$ cat src/rtl/pec_pkg.sv
// ----------------------------------------------------------------------------
// pec_pkg: shared types and constants of the path edge crossing checker
// Holds the configuration register map and the near-endpoint limits.
// ----------------------------------------------------------------------------
package pec_pkg;

  localparam int CFG_INDEX_W = 8;
  localparam int NUM_EDGE_REGS = 8;
  localparam int EDGE_SEL_W = 3;

  typedef enum logic [EDGE_SEL_W-1:0] {
    CFG_EDGE_A_SX = 3'd0,
    CFG_EDGE_A_SY = 3'd1,
    CFG_EDGE_A_EX = 3'd2,
    CFG_EDGE_A_EY = 3'd3,
    CFG_EDGE_B_SX = 3'd4,
    CFG_EDGE_B_SY = 3'd5,
    CFG_EDGE_B_EX = 3'd6,
    CFG_EDGE_B_EY = 3'd7
  } cfg_idx_t;

  // Endpoints closer than 0.01 m (squared distance below 105 LSB^2) only touch.
  localparam int NEAR_SPAN = 10;
  localparam int NEAR_MAG_W = 4;
  localparam int NEAR_SUM_W = 9;
  localparam logic [NEAR_SUM_W-1:0] NEAR_LIMIT = 9'd105;

endpackage

$ cat src/rtl/pec_cfg_regs.sv
// ----------------------------------------------------------------------------
// pec_cfg_regs: forbidden edge endpoint registers
// Eight signed coordinates written through the configuration channel.
// ----------------------------------------------------------------------------
module pec_cfg_regs #(
  parameter int COORD_BITS = 24
) (
  input  logic                                 clk,
  input  logic                                 rst_n,
  input  logic                                 cfg_valid,
  input  logic [pec_pkg::CFG_INDEX_W-1:0]      cfg_index,
  input  logic [COORD_BITS-1:0]                cfg_data,
  output logic signed [COORD_BITS-1:0]         edge_coord [pec_pkg::NUM_EDGE_REGS]
);

  logic signed [COORD_BITS-1:0] edge_r [pec_pkg::NUM_EDGE_REGS];
  logic                         in_map;
  pec_pkg::cfg_idx_t            sel;

  assign in_map = (cfg_index[pec_pkg::CFG_INDEX_W-1:pec_pkg::EDGE_SEL_W] == '0);
  assign sel    = pec_pkg::cfg_idx_t'(cfg_index[pec_pkg::EDGE_SEL_W-1:0]);

  always_ff @(posedge clk) begin
    if (!rst_n) begin
      for (int i = 0; i < pec_pkg::NUM_EDGE_REGS; i++) begin
        edge_r[i] <= '0;
      end
    end else if (cfg_valid && in_map) begin
      edge_r[sel] <= $signed(cfg_data);
    end
  end

  assign edge_coord = edge_r;

endmodule

$ cat config.mk
export PLATFORM = sky130hd
export DESIGN_NAME = pec_cfg_regs
export DESIGN_NICKNAME = d
export VERILOG_FILES = /design/src/rtl/pec_pkg.sv /design/src/rtl/pec_cfg_regs.sv
export SDC_FILE = /design/constraint.sdc
export NUM_CORES = 1
export LEC_CHECK = 0
export BUFFER_PORTS_ARGS = -buffer_cell sky130_fd_sc_hd__buf_4
export CORE_MARGIN = 2
export CORE_UTILIZATION = 40
export CTS_CLUSTER_SIZE = 40
export DETAILED_ROUTE_END_ITERATION = 12
export PLACE_DENSITY = 0.77
export SLEW_MARGIN = 20
export SYNTH_ARGS = -nofsm -noshare
export SYNTH_HDL_FRONTEND = slang
export SYNTH_SLANG_ARGS = --single-unit
$ cat constraint.sdc
create_clock -name clk -period 1.4 [get_ports clk]
set_input_delay 0.14 -clock clk [delete_from_list [all_inputs] [get_ports clk]]
set_output_delay 0.14 -clock clk [all_outputs]
set_load 0.05 [all_outputs]
# Yosys cells after proc, flatten, opt, wreduce, memory -nomap -nowiden
# Index checks and enable logic that the tools add are counted.
# classes
div	0
n_bitwise	1
n_reduce_logical	3
muxes	3
mul	0
n_lt_le_gt_ge	2
add_sub_neg	0
eq_ne	0
shifts	0
# op_table
cell	count
$bwmux 192	1
$demux 24 s3	1
$mux 24	1
$logic_not 5->1	1
$ge 4x4->1 const B	1
$lt 4x1->1 const B	1
$not 3->4	1
$logic_and 1x1->1	2
# word_totals
word_cells	17
inputBits	35
romBits	0
latchBits	0
reg_bits	192
output_inout_bits	192
mem_bits_rw	0
n_memories	0

# Depth between registers and ports, before layout
# depth
word_depth	6
ltp_mapped	5
depth_no_buf	3

# Worst setup path after synthesis
# OpenSTA, ideal clock, no wires.
# synth_path
path_type	input to register
start	input port cfg_index[4] in the netlist's numbering
end	register edge_r (netlist bit edge_coord[123])
t_arrival_ns	1.079
cell_stages	5
setup_slack_ns	0.195
t_required_ns	1.274
setup_ns	0.126
path_buffers	2
cell_sequence	nor4b_2 -> buf_6 -> nand3_2 -> buf_6 -> mux2i_1
# synth_via
elab_chain_cells	2
# synth_rtl
element	line	rtl
from (decl)	pec_cfg_regs.sv:11	input logic [pec_pkg::CFG_INDEX_W-1:0] cfg_index,
$logic_not 5->1	pec_cfg_regs.sv:20	assign in_map = (cfg_index[pec_pkg::CFG_INDEX_W-1:pec_pkg::EDGE_SEL_W] == '0);
$logic_and 1x1->1	pec_cfg_regs.sv:28	end else if (cfg_valid && in_map) begin
to (signal, indexed assignment)	pec_cfg_regs.sv:29	edge_r[sel] <= $signed(cfg_data);
to (decl)	pec_cfg_regs.sv:16	logic signed [COORD_BITS-1:0] edge_r [pec_pkg::NUM_EDGE_REGS];
# Every way passes these cells.
# A chain may end at the register's enable or synchronous reset.

# Worst setup path after layout
# layout_path
start	register edge_r (netlist bit edge_coord[153])
end	output port edge_coord[153] in the netlist's numbering
# layout_lines
element	line	rtl
to (decl)	pec_cfg_regs.sv:13	output logic signed [COORD_BITS-1:0] edge_coord [pec_pkg::NUM_EDGE_REGS]
# No word-level cell between the ends.

==> results.sh <==
export IMPL_yosys_area_top_type_share_pct=54.7
export IMPL_synth_top_cells_by_count="nand2_1 (216), dfxtp_1 (192), mux2i_1 (192)"
export IMPL_layout_drive_gt1_share_pct=33.2
export IMPL_die_h_microns=137
export IMPL_wire_length_of_the_first_global_routing_pass_microns=29600
export IMPL_synthesis_area_sq_um=7030
export IMPL_ctsRootBufferMaster="clkbuf_16"
export IMPL_worst_ir_drop_on_vdd_uv=766
export IMPL_cts_htree_levels=4
export IMPL_cellPowerDensity_nw_per_um2=1090
export IMPL_postSynthCellCount=655
export IMPL_post_cts_resize_count=0
export IMPL_netlist_top_cells_area="dfxtp_1 (55%), mux2i_1 (27%), nand2_1 (12%)"
export IMPL_slew_limit_headroom_pct=73.6
export IMPL_timing_setup_tns_ps=0
export IMPL_timing_critical_path_slowest_stage_cell="dfxtp_1"
export IMPL_synth_async_reset_ratio_pct=0
export IMPL_synth_warning_count=0
export IMPL_power_w=0.0106
export IMPL_drt_iter0_markers=282
export IMPL_tritoncts="yes"
export IMPL_min_delay_path_class="primary input to register"
export IMPL_pleak_nw=5.38
export IMPL_clkLatencyLatePin_ps=420
export IMPL_worstPathCellList="buf_4"
export IMPL_cts_hold_buffers=0
export IMPL_cts_setup_buffers=0
export IMPL_run_status="complete, no violations"
export IMPL_vias_in_the_first_global_route=5469
export IMPL_max_slew_worst_pin_slew_ps=395
export IMPL_grt_start_max_net_pins=45
export IMPL_track_usage_pct=20.7
export IMPL_critical_path_top_delay_family="flip-flops"
export IMPL_count_of_input_and_output_buffers=226
export IMPL_worst_setup_hold_path_clk_slew_ps=70
export IMPL_core_area_sq_um=17200
export IMPL_synth_fp_nets=690
export IMPL_placement_rows=48
export IMPL_synth_top_flop_cell="dfxtp_1"
export IMPL_total_clock_buffers_created_by_cts=17
export IMPL_timing_critical_path_fanout_max=2
export IMPL_final_period_utilization_pct=82.3
export IMPL_floorplan_die_width_microns=137
export IMPL_final_setup_skew_ps=0
export IMPL_globalRoute_totalOverflow=0
export IMPL_maxClockFrequency_ghz=0.868
export IMPL_crit_type="register to output port"
export IMPL_detailroute_via_count=5470
export IMPL_timing_final_ws_setup_ps=248
export IMPL_final_max_slew_viol_count=0
export IMPL_synth_seq_area_share_pct=54.7
export IMPL_die_area_sq_um=18700
export IMPL_remaining_drc_errors=0
export IMPL_gp_congestion=0.792
export IMPL_dpl_hpwl_microns=13400
export IMPL_critical_path_max_stage_delay_ps=380
export IMPL_floorplan_initialDensity_pct=40.8
export IMPL_ys_seq_elements=192
export IMPL_area_growth_synth_to_final_pct=38.0
export IMPL_dp_slack_ps=-68.6
export IMPL_setup_worst_path_start_class="register"
export IMPL_leading_cell_type_by_number_of_instances_after_synthesis="nand2_1"
export IMPL_setup_repair_after_global_routing_missed_its_margin="false"
export IMPL_post_layout_min_period_ps=1150
export IMPL_synth_top_area_cell="dfxtp_1"
export IMPL_route_antenna_remaining_nets=0
export IMPL_postRouteWirelength_microns=19000
export IMPL_crit_required_ps=1260
export IMPL_post_synth_cell_area_avg_sq_um=10.7
export IMPL_design_portCount=227
export IMPL_final_net_count=926
export IMPL_maxcap_violations=0
export IMPL_synth_enable_flop_cells=0
export IMPL_cts_num_sinks=192
export IMPL_finalHoldViolations=0
export IMPL_setup_viol=0
export IMPL_drt_pass1_iter_count=4
export IMPL_arrival_time_reported_for_the_critical_path_endpoint_ps=1010
export IMPL_wl_per_cell_microns=16.9
export IMPL_antenna_found_initial=0
export IMPL_yosysUniqueCellTypes=15
export IMPL_path_buf_inv=1
export IMPL_clk_path_buf_depth=2
export IMPL_via_density=4.85
export IMPL_antenna_cells=0
export IMPL_crit_path_end_kind="output port"
export IMPL_largest_register_ff_count=192
-- layer usage --
layer  share of wire, %  track usage [%]
met1                 44             27.0
met2                 47             33.2
met3                6.2             5.30
met5                  0                0
met4                2.3             7.29
-- through the flow --
stage	hold WS, ps	cells	cell area (sq um)	utilization [%]
detailed placement	453	1097	9130	53.0
finish	40.3	1128	9700	56.3
global route	20.3	1128	9700	56.3
floorplan	360	655	7030	-
CTS	15.8	1128	9700	56.3
global placement	445	1097	9130	53.0
-- worst paths after layout --
| check | cells after the start | slack, ps | from | to |
|---|---|---|---|---|
| min reg2reg | 2 | 460 | edge_coord[184] | edge_coord[184] |
| max reg2reg | 2 | 760 | edge_coord[149] | edge_coord[149] |
| min | 3 | 40 | rst_n | edge_coord[20] |
| max | 1 | 250 | edge_coord[153] | edge_coord[153] |
-- tightest hold or removal path, cell delays in order --
cell and delay [ps]:
buf_6 140, nand2_1 70, mux2i_1 60
-- report_power, final --
group / switching, W / internal, W / leakage [nW]
Sequential: 0.00000395 / 0.00547 / 1.55
Clock: 0.00210 / 0.00260 / 0.275
Combinational: 0.000274 / 0.000145 / 3.56
Total: 0.00237 / 0.00821 / 5.38
-- layout by cell type (no fill, tap or decap), drive strengths merged --
cell	count
bufinv	1
inv	2
clkinvlp	3
nor2	1
nand3	6
clkbuf	20
buf	258
mux2i	192
and2b	1
nor3b	1
clkinv	5
nand2	216
nor2b	1
dfxtp	192
nand4	2
nor4b	1
nor3	1
-- area by class of cell --
type | instances | area [sq um]
flip-flops and latches | 192 | 3840
clock inverters | 11 | 106
fillers | 1499 | 7530
well taps | 225 | 282
multi-input cells | 422 | 2900
clock buffers | 20 | 467
repair buffers | 258 | 2100
-- kinds of logic (layout without fill, tap and decap cells) --
| kind of cell | count (synthesis) | count (layout) | share of synthesized area (%) |
|---|---|---|---|
| muxes | 192 | 192 | 27.3 |
| and+or+nand+nor | 230 | 230 | 14.0 |
| buffers and inverters | 41 | 289 | 4.04 |
| DFF | 192 | 192 | 54.7 |
Note: power is estimated with default switching activity, not from simulation.
